## src/rtl/core/rau_pkg.sv

```systemverilog
`default_nettype none
package rau_pkg;

    localparam int unsigned OPCODE_BITS = 3;
    localparam int unsigned FIELD_BITS  = 32;
    localparam int unsigned DEN_BITS    = 31;
    localparam int unsigned ORDER_BITS  = 2;
    localparam int unsigned STATUS_BITS = 2;

    typedef enum logic [OPCODE_BITS-1:0] {
        OP_ADD = 3'd0,
        OP_SUB = 3'd1,
        OP_MUL = 3'd2,
        OP_DIV = 3'd3,
        OP_CMP = 3'd4,
        OP_RED = 3'd5
    } opcode_t;

    typedef enum logic [STATUS_BITS-1:0] {
        ST_OK       = 2'd0,
        ST_ZERO_DEN = 2'd1,
        ST_OVERFLOW = 2'd2
    } status_t;

    typedef enum logic [ORDER_BITS-1:0] {
        ORD_LESS    = 2'd0,
        ORD_EQUAL   = 2'd1,
        ORD_GREATER = 2'd2
    } order_t;

    // request from sequencer to the shared divider
    typedef struct packed {
        logic start;
    } div_ctl_t;

    typedef struct packed {
        logic busy;
        logic done;
    } div_sts_t;

endpackage
`default_nettype wire

```

## src/rtl/core/rau_mul.sv

```systemverilog
`default_nettype none
// Shift-and-add multiplier, one bit of the multiplier per cycle.
module rau_mul #(
    parameter int unsigned W = 32
) (
    input  wire logic           aclk,
    input  wire logic           aresetn,
    input  wire logic           start,
    input  wire logic [W-1:0]   op_a,
    input  wire logic [W-1:0]   op_b,
    output logic                done,
    output logic [2*W-1:0]      product
);
    localparam int unsigned CW = $clog2(W + 1);

    logic [2*W-1:0] acc_reg, mcand_reg;
    logic [W-1:0]   mplier_reg;
    logic [CW-1:0]  cnt_reg;
    logic           busy_reg, done_reg;

    always_ff @(posedge aclk) begin
        if (!aresetn) begin
            busy_reg <= 1'b0;
            done_reg <= 1'b0;
            cnt_reg  <= '0;
        end else begin
            done_reg <= 1'b0;
            if (start) begin
                busy_reg   <= 1'b1;
                cnt_reg    <= '0;
                acc_reg    <= '0;
                mcand_reg  <= {{W{1'b0}}, op_a};
                mplier_reg <= op_b;
            end else if (busy_reg) begin
                if (mplier_reg[0]) begin
                    acc_reg <= acc_reg + mcand_reg;
                end
                mcand_reg  <= mcand_reg << 1;
                mplier_reg <= mplier_reg >> 1;
                cnt_reg    <= cnt_reg + 1'b1;
                if (cnt_reg == CW'(W - 1)) begin
                    busy_reg <= 1'b0;
                    done_reg <= 1'b1;
                end
            end
        end
    end

    assign done    = done_reg;
    assign product = acc_reg;
endmodule
`default_nettype wire

```

## src/rtl/core/rau_div.sv

```systemverilog
`default_nettype none
// Restoring divider, one quotient bit per cycle.
module rau_div #(
    parameter int unsigned W = 32
) (
    input  wire logic                aclk,
    input  wire logic                aresetn,
    input  wire rau_pkg::div_ctl_t   ctl,
    input  wire logic [2*W-1:0]      dividend,
    input  wire logic [2*W-1:0]      divisor,
    output rau_pkg::div_sts_t        sts,
    output logic [2*W-1:0]           quotient,
    output logic [2*W-1:0]           remainder
);
    import rau_pkg::*;

    localparam int unsigned DW = 2 * W;
    localparam int unsigned CW = $clog2(DW + 1);

    logic [DW-1:0] q_reg, r_reg, d_reg;
    logic [CW-1:0] cnt_reg;
    logic          busy_reg, done_reg;
    logic [DW:0]   trial;

    assign trial = {r_reg, q_reg[DW-1]} - {1'b0, d_reg};

    always_ff @(posedge aclk) begin
        if (!aresetn) begin
            busy_reg <= 1'b0;
            done_reg <= 1'b0;
            cnt_reg  <= '0;
        end else begin
            done_reg <= 1'b0;
            if (ctl.start) begin
                busy_reg <= 1'b1;
                cnt_reg  <= '0;
                q_reg    <= dividend;
                r_reg    <= '0;
                d_reg    <= divisor;
            end else if (busy_reg) begin
                if (!trial[DW]) begin
                    r_reg <= trial[DW-1:0];
                    q_reg <= {q_reg[DW-2:0], 1'b1};
                end else begin
                    r_reg <= {r_reg[DW-2:0], q_reg[DW-1]};
                    q_reg <= {q_reg[DW-2:0], 1'b0};
                end
                cnt_reg <= cnt_reg + 1'b1;
                if (cnt_reg == CW'(DW - 1)) begin
                    busy_reg <= 1'b0;
                    done_reg <= 1'b1;
                end
            end
        end
    end

    assign sts.busy  = busy_reg;
    assign sts.done  = done_reg;
    assign quotient  = q_reg;
    assign remainder = r_reg;
endmodule
`default_nettype wire

```

## src/rtl/core/rational_arithmetic_unit.sv

```systemverilog
`default_nettype none
// Sequence: four multiplies, then Euclid remainder steps on the shared divider until the
// divisor reaches zero, then two exact divisions of numerator and denominator by the gcd.
// A zero denominator at input goes straight to the result; compare ends after the multiplies.
// Throughput: one item at a time; s_ready is low from accept until the result is taken.
// Reset: aresetn synchronous active low clears the sequencer and output valid.
module rational_arithmetic_unit #(
    parameter int unsigned WORD_BITS = 32
) (
    input  wire logic                            aclk,
    input  wire logic                            aresetn,
    input  wire logic                            s_valid,
    output logic                                 s_ready,
    input  wire logic [rau_pkg::OPCODE_BITS-1:0] s_opcode,
    input  wire logic [rau_pkg::FIELD_BITS-1:0]  s_a_num,
    input  wire logic [rau_pkg::FIELD_BITS-1:0]  s_a_den,
    input  wire logic [rau_pkg::FIELD_BITS-1:0]  s_b_num,
    input  wire logic [rau_pkg::FIELD_BITS-1:0]  s_b_den,
    output logic                                 m_valid,
    input  wire logic                            m_ready,
    output logic [rau_pkg::FIELD_BITS-1:0]       m_res_num,
    output logic [rau_pkg::DEN_BITS-1:0]         m_res_den,
    output logic [rau_pkg::ORDER_BITS-1:0]       m_order,
    output logic [rau_pkg::STATUS_BITS-1:0]      m_status
);
    import rau_pkg::*;

    localparam int unsigned W  = WORD_BITS;
    localparam int unsigned DW = 2 * W;

    typedef enum logic [3:0] {
        S_IDLE, S_M0, S_M1, S_M2, S_M3, S_COMB, S_GCD, S_GCDW,
        S_DN, S_DNW, S_DD, S_DDW, S_CHK, S_OUT
    } state_t;

    state_t         state_reg;
    opcode_t        op_reg;
    logic           an_neg_reg, ad_neg_reg, bn_neg_reg, bd_neg_reg;
    logic [W-1:0]   an_reg, ad_reg, bn_reg, bd_reg;
    logic [DW-1:0]  p0_reg, p1_reg, p2_reg;
    logic [DW-1:0]  num_reg, den_reg, gx_reg, gy_reg, g_reg;
    logic           neg_reg;
    logic [FIELD_BITS-1:0]  res_num_reg;
    logic [DEN_BITS-1:0]    res_den_reg;
    logic [ORDER_BITS-1:0]  order_reg;
    logic [STATUS_BITS-1:0] status_reg;
    logic           m_valid_reg;

    // sign/magnitude of low W bits
    function automatic logic [W:0] sm(input logic [FIELD_BITS-1:0] raw);
        logic [W-1:0] v;
        v = raw[W-1:0];
        return v[W-1] ? {1'b1, W'(-v)} : {1'b0, v};
    endfunction

    logic [W:0] an_sm, ad_sm, bn_sm, bd_sm;
    assign an_sm = sm(s_a_num);
    assign ad_sm = sm(s_a_den);
    assign bn_sm = sm(s_b_num);
    assign bd_sm = sm(s_b_den);

    // multiplier
    logic          mul_start, mul_done;
    logic [W-1:0]  mul_a, mul_b;
    logic [DW-1:0] mul_p;

    rau_mul #(.W(W)) u_mul (
        .aclk(aclk), .aresetn(aresetn), .start(mul_start),
        .op_a(mul_a), .op_b(mul_b), .done(mul_done), .product(mul_p)
    );

    // divider
    div_ctl_t      div_ctl;
    div_sts_t      div_sts;
    logic [DW-1:0] div_n, div_d, div_q, div_r;

    rau_div #(.W(W)) u_div (
        .aclk(aclk), .aresetn(aresetn), .ctl(div_ctl),
        .dividend(div_n), .divisor(div_d), .sts(div_sts),
        .quotient(div_q), .remainder(div_r)
    );

    always_comb begin
        mul_start = 1'b0;
        mul_a = an_reg;
        mul_b = bd_reg;
        div_ctl.start = 1'b0;
        div_n = gx_reg;
        div_d = gy_reg;
        unique case (state_reg)
            S_M0: begin mul_start = 1'b1; mul_a = an_reg; mul_b = bd_reg; end
            S_M1: begin mul_start = mul_done; mul_a = ad_reg; mul_b = bn_reg; end
            S_M2: begin mul_start = mul_done; mul_a = ad_reg; mul_b = bd_reg; end
            S_M3: begin mul_start = mul_done; mul_a = an_reg; mul_b = bn_reg; end
            // no remainder step once the divisor has reached zero
            S_GCD: begin div_ctl.start = (gy_reg != '0); end
            S_DN: begin div_ctl.start = 1'b1; div_n = num_reg; div_d = g_reg; end
            S_DD: begin div_ctl.start = 1'b1; div_n = den_reg; div_d = g_reg; end
            default: ;
        endcase
    end

    // signed add of two sign/magnitude values
    logic          t_neg, u_neg, sum_neg;
    logic [DW-1:0] sum_mag;
    always_comb begin
        t_neg = an_neg_reg ^ bd_neg_reg;
        u_neg = (ad_neg_reg ^ bn_neg_reg) ^ (op_reg == OP_SUB);
        if (t_neg == u_neg) begin
            sum_mag = p0_reg + p1_reg;
            sum_neg = t_neg;
        end else if (p0_reg >= p1_reg) begin
            sum_mag = p0_reg - p1_reg;
            sum_neg = t_neg;
        end else begin
            sum_mag = p1_reg - p0_reg;
            sum_neg = u_neg;
        end
    end

    // compare: l = an*bd sign an^ad, r = bn*ad sign bn^bd
    logic [ORDER_BITS-1:0] cmp_ord;
    logic l_neg, r_neg;
    always_comb begin
        l_neg = (p0_reg != '0) && (an_neg_reg ^ ad_neg_reg);
        r_neg = (p1_reg != '0) && (bn_neg_reg ^ bd_neg_reg);
        if (l_neg != r_neg) begin
            cmp_ord = l_neg ? ORD_LESS : ORD_GREATER;
        end else if (p0_reg == p1_reg) begin
            cmp_ord = ORD_EQUAL;
        end else if (l_neg) begin
            cmp_ord = (p0_reg > p1_reg) ? ORD_LESS : ORD_GREATER;
        end else begin
            cmp_ord = (p0_reg > p1_reg) ? ORD_GREATER : ORD_LESS;
        end
    end

    localparam logic [DW-1:0] LIM = DW'(1) << (W - 1);
    logic ovf;
    assign ovf = (den_reg > LIM - 1'b1) || (neg_reg ? (num_reg > LIM) : (num_reg > LIM - 1'b1));

    logic [W-1:0] n_out;
    assign n_out = neg_reg ? W'(-num_reg[W-1:0]) : num_reg[W-1:0];

    always_ff @(posedge aclk) begin
        if (!aresetn) begin
            state_reg   <= S_IDLE;
            m_valid_reg <= 1'b0;
        end else begin
            unique case (state_reg)
                S_IDLE: begin
                    if (s_valid) begin
                        op_reg     <= (s_opcode > OP_RED) ? OP_RED : opcode_t'(s_opcode);
                        an_neg_reg <= an_sm[W]; an_reg <= an_sm[W-1:0];
                        ad_neg_reg <= ad_sm[W]; ad_reg <= ad_sm[W-1:0];
                        bn_neg_reg <= bn_sm[W]; bn_reg <= bn_sm[W-1:0];
                        bd_neg_reg <= bd_sm[W]; bd_reg <= bd_sm[W-1:0];
                        order_reg  <= ORD_LESS;
                        res_num_reg <= '0;
                        res_den_reg <= '0;
                        if (ad_sm[W-1:0] == '0 ||
                            (s_opcode <= OP_CMP && bd_sm[W-1:0] == '0)) begin
                            status_reg  <= ST_ZERO_DEN;
                            m_valid_reg <= 1'b1;
                            state_reg   <= S_OUT;
                        end else begin
                            status_reg <= ST_OK;
                            state_reg  <= S_M0;
                        end
                    end
                end
                S_M0: state_reg <= S_M1;
                S_M1: if (mul_done) begin p0_reg <= mul_p; state_reg <= S_M2; end
                S_M2: if (mul_done) begin p1_reg <= mul_p; state_reg <= S_M3; end
                S_M3: if (mul_done) begin p2_reg <= mul_p; state_reg <= S_COMB; end
                S_COMB: begin
                    if (!mul_done) begin
                        // wait for an*bn
                    end else begin
                        state_reg <= S_GCD;
                        unique case (op_reg)
                            OP_ADD, OP_SUB: begin
                                num_reg <= sum_mag; den_reg <= p2_reg;
                                neg_reg <= (sum_mag != '0) && (sum_neg ^ (ad_neg_reg ^ bd_neg_reg));
                                gx_reg <= sum_mag; gy_reg <= p2_reg;
                            end
                            OP_MUL: begin
                                num_reg <= mul_p; den_reg <= p2_reg;
                                neg_reg <= (mul_p != '0) &&
                                    (an_neg_reg ^ bn_neg_reg ^ ad_neg_reg ^ bd_neg_reg);
                                gx_reg <= mul_p; gy_reg <= p2_reg;
                            end
                            OP_DIV: begin
                                num_reg <= p0_reg; den_reg <= p1_reg;
                                neg_reg <= (p0_reg != '0) &&
                                    (an_neg_reg ^ bd_neg_reg ^ ad_neg_reg ^ bn_neg_reg);
                                gx_reg <= p0_reg; gy_reg <= p1_reg;
                                if (p1_reg == '0) begin
                                    status_reg <= ST_ZERO_DEN;
                                    m_valid_reg <= 1'b1;
                                    state_reg <= S_OUT;
                                end
                            end
                            OP_CMP: begin
                                order_reg <= cmp_ord;
                                m_valid_reg <= 1'b1;
                                state_reg <= S_OUT;
                            end
                            default: begin
                                num_reg <= DW'(an_reg); den_reg <= DW'(ad_reg);
                                neg_reg <= (an_reg != '0) && (an_neg_reg ^ ad_neg_reg);
                                gx_reg <= DW'(an_reg); gy_reg <= DW'(ad_reg);
                            end
                        endcase
                    end
                end
                S_GCD: begin
                    if (gy_reg == '0) begin
                        g_reg <= gx_reg;
                        state_reg <= S_DN;
                    end else begin
                        state_reg <= S_GCDW;
                    end
                end
                S_GCDW: if (div_sts.done) begin
                    gx_reg <= gy_reg;
                    gy_reg <= div_r;
                    state_reg <= S_GCD;
                end
                S_DN: state_reg <= S_DNW;
                S_DNW: if (div_sts.done) begin num_reg <= div_q; state_reg <= S_DD; end
                S_DD: state_reg <= S_DDW;
                S_DDW: if (div_sts.done) begin den_reg <= div_q; state_reg <= S_CHK; end
                S_CHK: begin
                    if (ovf) begin
                        status_reg <= ST_OVERFLOW;
                    end else begin
                        res_num_reg <= FIELD_BITS'($signed(n_out));
                        res_den_reg <= DEN_BITS'(den_reg);
                    end
                    m_valid_reg <= 1'b1;
                    state_reg <= S_OUT;
                end
                S_OUT: if (m_ready) begin
                    m_valid_reg <= 1'b0;
                    state_reg <= S_IDLE;
                end
                default: state_reg <= S_IDLE;
            endcase
        end
    end

    assign s_ready   = (state_reg == S_IDLE);
    assign m_valid   = m_valid_reg;
    assign m_res_num = res_num_reg;
    assign m_res_den = res_den_reg;
    assign m_order   = order_reg;
    assign m_status  = status_reg;

    a_ready_excl: assert property (@(posedge aclk) disable iff (!aresetn)
        !(s_ready && m_valid)) else $error("ready while result pending");
    a_div_start_idle: assert property (@(posedge aclk) disable iff (!aresetn)
        div_ctl.start |-> !div_sts.busy) else $error("divider restarted while busy");
    a_err_zero: assert property (@(posedge aclk) disable iff (!aresetn)
        (m_valid && m_status != ST_OK) |-> (m_res_num == '0 && m_res_den == '0))
        else $error("error result not zero");
    a_hold: assert property (@(posedge aclk) disable iff (!aresetn)
        (m_valid && !m_ready) |=> m_valid) else $error("result dropped");
endmodule
`default_nettype wire
```

## config.mk

```make
export PLATFORM = sky130hd
export DESIGN_NAME = rational_arithmetic_unit
export DESIGN_NICKNAME = d
export VERILOG_FILES = /design/src/rtl/core/rau_pkg.sv /design/src/rtl/core/rau_mul.sv /design/src/rtl/core/rau_div.sv /design/src/rtl/core/rational_arithmetic_unit.sv
export SDC_FILE = /design/constraint.sdc
export NUM_CORES = 2
export LEC_CHECK = 0
export ABC_AREA = 0
export BUFFER_PORTS_ARGS = -buffer_cell sky130_fd_sc_hd__buf_2
export CORE_UTILIZATION = 56
export DETAILED_ROUTE_END_ITERATION = 7
export HOLD_SLACK_MARGIN = 0.03
export PLACE_DENSITY = 0.73
export SLEW_MARGIN = 5
export SYNTH_ARGS = -nofsm -noshare
export SYNTH_HDL_FRONTEND = slang
export SYNTH_SLANG_ARGS = --single-unit
```

## constraint.sdc

```tcl
create_clock -name aclk -period 33.8 [get_ports aclk]
set_input_delay 3.38 -clock aclk [delete_from_list [all_inputs] [get_ports aclk]]
set_output_delay 3.38 -clock aclk [all_outputs]
set_load 0.02 [all_outputs]
```

* Yosys cells after proc, flatten, opt, wreduce, memory -nomap -nowiden
Index checks and enable logic that the tools add are counted.
** Word-level totals
- Bits in registers :: 1089
- Bits of input ports :: 135
- Output and inout port bits :: 69
- Logic and storage cells :: 264
** Cells by class
- $add $sub $neg :: 12
- $lt $le $gt $ge :: 7
- Equality and inequality tests :: 40
- Mux-type cells :: 91
- Bitwise operators :: 16
- Reduce and logical (&&, ||, !) cells :: 59
** Operators by type and width (count)
- 64-bit 2-to-1 mux :: 15
- 64-bit one-hot mux with 2 select lines :: 5
- 64-bit nonzero test :: 5
- 32-bit 2-to-1 mux :: 8
- 64-bit one-hot mux with 4 select lines :: 1
- 64-bit one-hot mux with 3 select lines :: 1
- 32-bit negation :: 5
- 33-bit 2-to-1 mux :: 4
- 64-bit adder :: 2
- 64-bit by 31-bit > comparator with 1-bit output, second input constant :: 2
- 64-bit zero test :: 2
- 64-bit subtractor :: 2
- 65-bit by 64-bit subtractor with 65-bit output :: 1
- 64-bit equality test :: 1
- 64-bit greater-or-equal comparator :: 1
- 64-bit by 32-bit > comparator with 1-bit output, second input constant :: 1
- 64-bit > comparator :: 1
- 32-bit zero test :: 2
- 32-bit one-hot mux with 2 select lines :: 1
- 31-bit 2-to-1 mux :: 2
- 31-bit one-hot mux with 2 select lines :: 1
- 4-bit one-hot mux with 14 select lines :: 1
- 4-bit 2-to-1 mux :: 12
- 32-bit nonzero test :: 1
- 43 further kinds :: 148

* Logic depth before layout (Yosys ltp)
- Depth after elaboration :: 8
- Gate-level depth with buffers :: 21

* Hierarchy
A second synthesis with hierarchy kept.
** Second synthesis, totals
- Cells, all modules :: 7148
- Area total of the unflattened synthesis :: 69180.1 um^2
** Modules (own cells, without submodules)
- rational_arithmetic_unit :: times used 1, cells an instance 5049, area each 46923.8 um^2, sequential area each 21570.7 um^2
- rau_div :: times used 1, cells an instance 1152, area each 12044.1 um^2, sequential area each 5945.7 um^2
- rau_mul :: times used 1, cells an instance 947, area each 10212.3 um^2, sequential area each 4964.8 um^2

* Least setup slack after synthesis
No wires, ideal clock.
- Path kind :: input-to-reg
- From :: input port aresetn
- To :: register u_div.busy_reg
- Library setup time :: 0.097 ns
- Arrival :: 13.713 ns
- Setup slack :: 19.990 ns
- Stages :: 2
- Cell sequence :: a21boi_0 -> o41a_1
** RTL lines
- start, declared :: RTL line rational_arithmetic_unit.sv:11 : input wire logic aresetn,
- end signal, assigned :: RTL line rau_div.sv:29 : busy_reg <= 1'b0;
- end signal, assigned :: RTL line rau_div.sv:35 : busy_reg <= 1'b1;
- end signal, assigned :: RTL line rau_div.sv:50 : busy_reg <= 1'b0;
- end, declared :: RTL line rau_div.sv:22 : logic busy_reg, done_reg;

* Worst setup path after layout
- From :: register u_div.q_reg[63], in the netlist u_div.quotient[63]
- To :: register u_div.r_reg[5], in the netlist u_div.remainder[5], data pin
** Between the ends
- Longest elaborated chain between the ends :: 3
** Ends and longest elaborated chain
- start, declared :: RTL line rau_div.sv:20 : logic [DW-1:0] q_reg, r_reg, d_reg;
- start signal, assigned :: RTL line rau_div.sv:37 : q_reg <= dividend;
- start signal, assigned :: RTL line rau_div.sv:43 : q_reg <= {q_reg[DW-2:0], 1'b1};
- start signal, assigned :: RTL line rau_div.sv:46 : q_reg <= {q_reg[DW-2:0], 1'b0};
- 65-bit by 64-bit subtractor with 65-bit output :: RTL line rau_div.sv:25 : assign trial = {r_reg, q_reg[DW-1]} - {1'b0, d_reg};
- 64-bit 2-to-1 mux :: RTL line rau_div.sv:41 : if (!trial[DW]) begin
- 64-bit 2-to-1 mux :: RTL line rau_div.sv:40 : end else if (busy_reg) begin
- end signal, assigned :: RTL line rau_div.sv:42 : r_reg <= trial[DW-1:0];
- end signal, assigned :: RTL line rau_div.sv:45 : r_reg <= {r_reg[DW-2:0], q_reg[DW-1]};
- end, declared :: RTL line rau_div.sv:20
Every way passes these cells. The select of a mux whose other input is x is not followed.
A chain may end at the register's enable or synchronous reset.

==> flow_summary_export.csv <==
group,metric,value,unit
status,status,"complete, but fails checks",
status,violations,"max-capacitance violations, max-slew violations",
job,drv_cap,1,
critical_path,cp_max_fo,44,
yosys,synth_top_area_share,47.8,%
global_route,grt_max_degree,209,
yosys,avgSynthCellArea,9.70,sq um
cells_and_area,postLayoutCoreUtil,61.8,%
clock_tree,path_clk_slew,0.07,ns
drt,drc,0,
yosys,ys_ff_latch,1089,
power_and_ir_drop,vdd_drop_max,83.7,uV
timing,final_hold_viol_count,0,
floorplanning,core,118000,sq um
timing,fmax,152,MHz
yosys,ys_async_sr_fraction,0,%
critical_path,required,34.31,ns
drt,drt_iter0_markers,8476,
timing,period_needed,6.59,ns
placed_design,place.gp.congestion,1.04,
yosys,synth_warnings,0,
drt,wl_met3,26.7,mm
yosys,synth_edf_count,1067,
drt,drt-vias-per-instance,6.60,
global_route,grt_remaining_overflow,0,
critical_path,crit_chain,"inv_1 -> ha_1 -> fa_1 -> nor2b_1 -> nor3_1 -> o21a_1 -> o21ai_0 -> o221ai_1 -> a211oi_1 -> o211ai_1 -> a21oi_1 -> o21bai_1 -> a31oi_1 -> mux2i_1 -> o2111ai_4 -> buf_4 -> buf_4 -> mux2i_1 -> nor2_1",
power_and_ir_drop,power.density,66.8,nW/um^2
clock_tree,post_cts_resized,0,
critical_path,max_stage_delay,0.81,ns
timing,setup_viol,0,
drt,ant_nets,0,
global_route,grt_pass1_vias,53400,
clock_tree,cts_setup_buffers,0,
drt,highest_layer,"met5",
timing,finalCritPeriodShare,19.5,%
critical_path,startpoint_type,"flip-flop",
yosys,synth_area,67100,sq um
drt,wire_per_inst,28.2,microns
clock_tree,clock-root-buffer,"clkbuf_16",
clock_tree,clock_latency,0.77,ns
yosys,ys_types,90,
cells_and_area,nets,7409,
clock_tree,cts_tree,"done",
critical_path,worstSetupEndpointType,"flip-flop",
floorplanning,die_height,348,microns
power_and_ir_drop,p_leak,27.3,nW
cells_and_area,syn_to_final_growth,9.03,%
critical_path,crit_arrival,7.10,ns
drt,drt-pass1-iter-count,7,
drt,wl_met1,100,mm
floorplanning,die_w,348,microns
yosys,syn_nets,7381,
timing,rsz0062_at_grt,"false",
yosys,netlist_instances,6916,
clock_tree,cts_sinks,1089,
timing,report.final.slew_viol_count,2,
placed_design,port_buffers,203,
drt,vias,57100,
yosys,synth_most_common_cell,"edfxtp_1",
yosys,synth-main-ff-cell,"edfxtp_1",
floorplanning,rows,126,
timing,worst_pin_slew,1.51,ns
clock_tree,cts_htree_levels,3,
drt,wl,244,mm
global_route,grt_pass1_wl,354,mm
placed_design,hpwl,182,mm
drt,wl_met2,106,mm
global_route,grt_usage,39.3,%
timing,final.setup.tns,0,ns
critical_path,worstSetupPathType,"reg2reg",
power_and_ir_drop,fin_total_pwr,4.88,mW
timing,relSlewSlack,-1.58,%
yosys,synth_common_cells,"edfxtp_1 (1067), nand2_1 (840), nor2_1 (675), a21oi_1 (638), o21ai_0 (525)",
clock_tree,cts_buffers,112,
yosys,seq_area_frac_synth,48.4,%
yosys,yosys-top-cells-area,"edfxtp_1 (48%), ha_1 (6.1%), a21oi_1 (4.8%)",
timing,finClkSkew,0.0715,ns
clock_tree,cts_buffer_depth,3,
floorplanning,num_io_pins,204,
yosys,yosysTopAreaCell,"edfxtp_1",
cells_and_area,fill_cells,9910,
global_route,antenna_found_initial,13,
floorplanning,initial_core_util,56.6,%
clock_tree,postCtsHoldBufs,0,
floorplanning,dieArea,121000,sq um
min_path,hp-class,"reg2reg",
critical_path,slowest_stage,"a211oi_1",
cells_and_area,drive_gt1_share,7.76,%
## cells in the final DEF (no fill, tap or decap), types with 94 or more instances in the layout
master / count
a21o_1: 150
a21oi_1: 634
buf_2: 203
clkbuf_16: 112
edfxtp_1: 1067
ha_1: 325
inv_1: 305
mux2i_1: 191
nand2_1: 837
nand4_1: 94
nor2_1: 666
nor3_1: 109
nor4_1: 134
o21ai_0: 525
xnor2_1: 231
xor2_1: 99
## metrics by stage
stage / instances / hold WS [ns] / worst slack (ns) / cell area [sq um]
floorplan: 6916 / 0.421 / 19.99 / 67100
global placement: 8430 / 0.425 / 26.62 / 69400
detailed placement: 8430 / 0.427 / 26.54 / 69400
CTS: 8637 / 0.425 / 27.27 / 73100
global route: 8640 / 0.440 / 26.86 / 73100
finish: 8645 / 0.434 / 27.21 / 73100
## path summary, 6_finish.rpt
| kind | depth (start not counted) | from | slack [ns] | to |
|---|---|---|---|---|
| setup / recovery | 19 | u_div.quotient[63]$_DFFE_PP_ | 27.21 | u_div.remainder[5]$_SDFFCE_PP0P_ |
| hold / removal | 0 | gx_reg[31]$_DFFE_PP_ | 0.43 | g_reg[31]$_DFFE_PP_ |
| setup reg to reg | 19 | u_div.quotient[63]$_DFFE_PP_ | 27.21 | u_div.remainder[5]$_SDFFCE_PP0P_ |
| hold reg to reg | 0 | gx_reg[31]$_DFFE_PP_ | 0.43 | g_reg[31]$_DFFE_PP_ |
## cell families (layout without fill, tap and decap cells)
kind of cell / count (synthesis) / in the layout / share of synthesized area, %
buf+inv: 674 / 795 / 3.94
simple gates: 2312 / 2312 / 15.8
flops: 1089 / 1089 / 48.4
other cells: 0 / 8 / 0
compound gates: 1975 / 1975 / 18.2
xor+xnor: 332 / 332 / 4.34
mux: 204 / 204 / 3.07
fa+ha+maj: 330 / 330 / 6.21
## power by group
part | internal [mW] | switching (mW) | total [mW] | leakage [nW]
Sequential | 1.81 | 0.156 | 1.96 | 9.91
Clock | 0.691 | 0.572 | 1.26 | 1.78
Combinational | 0.569 | 1.08 | 1.65 | 15.7
Total | 3.07 | 1.81 | 4.88 | 27.3
## critical path, delay by kind of cell (launching register included)
family,cells,cell delay (ns)
buffers and inverters,3,1.17
muxes,2,0.51
and+or+nand+nor,3,0.32
DFF,1,0.56
adders and majority gates,2,0.69
AOI/OAI and AO/OA,9,2.98
## cell type report
cell class                      instances  area (sq um)  area share, %
Clock inverter                         80           833           1.14
Inverter                              310          1170           1.59
Clock buffer                          127          2860           3.91
Sequential cell                      1089         32500           44.4
Tap cell                             1600          2000           2.74
Antenna cell                            8          20.0         0.0274
Multi-Input combinational cell       5153         32200           44.0
Timing Repair Buffer                  278          1590           2.18
## metal layers
layer,vias up,global-route usage (%)
li1,25500,-
met1,27800,55.3
met2,3273,59.0
met3,479,9.38
met4,6,14.9
met5,-,0
Note: power is estimated with default switching activity, not from simulation.
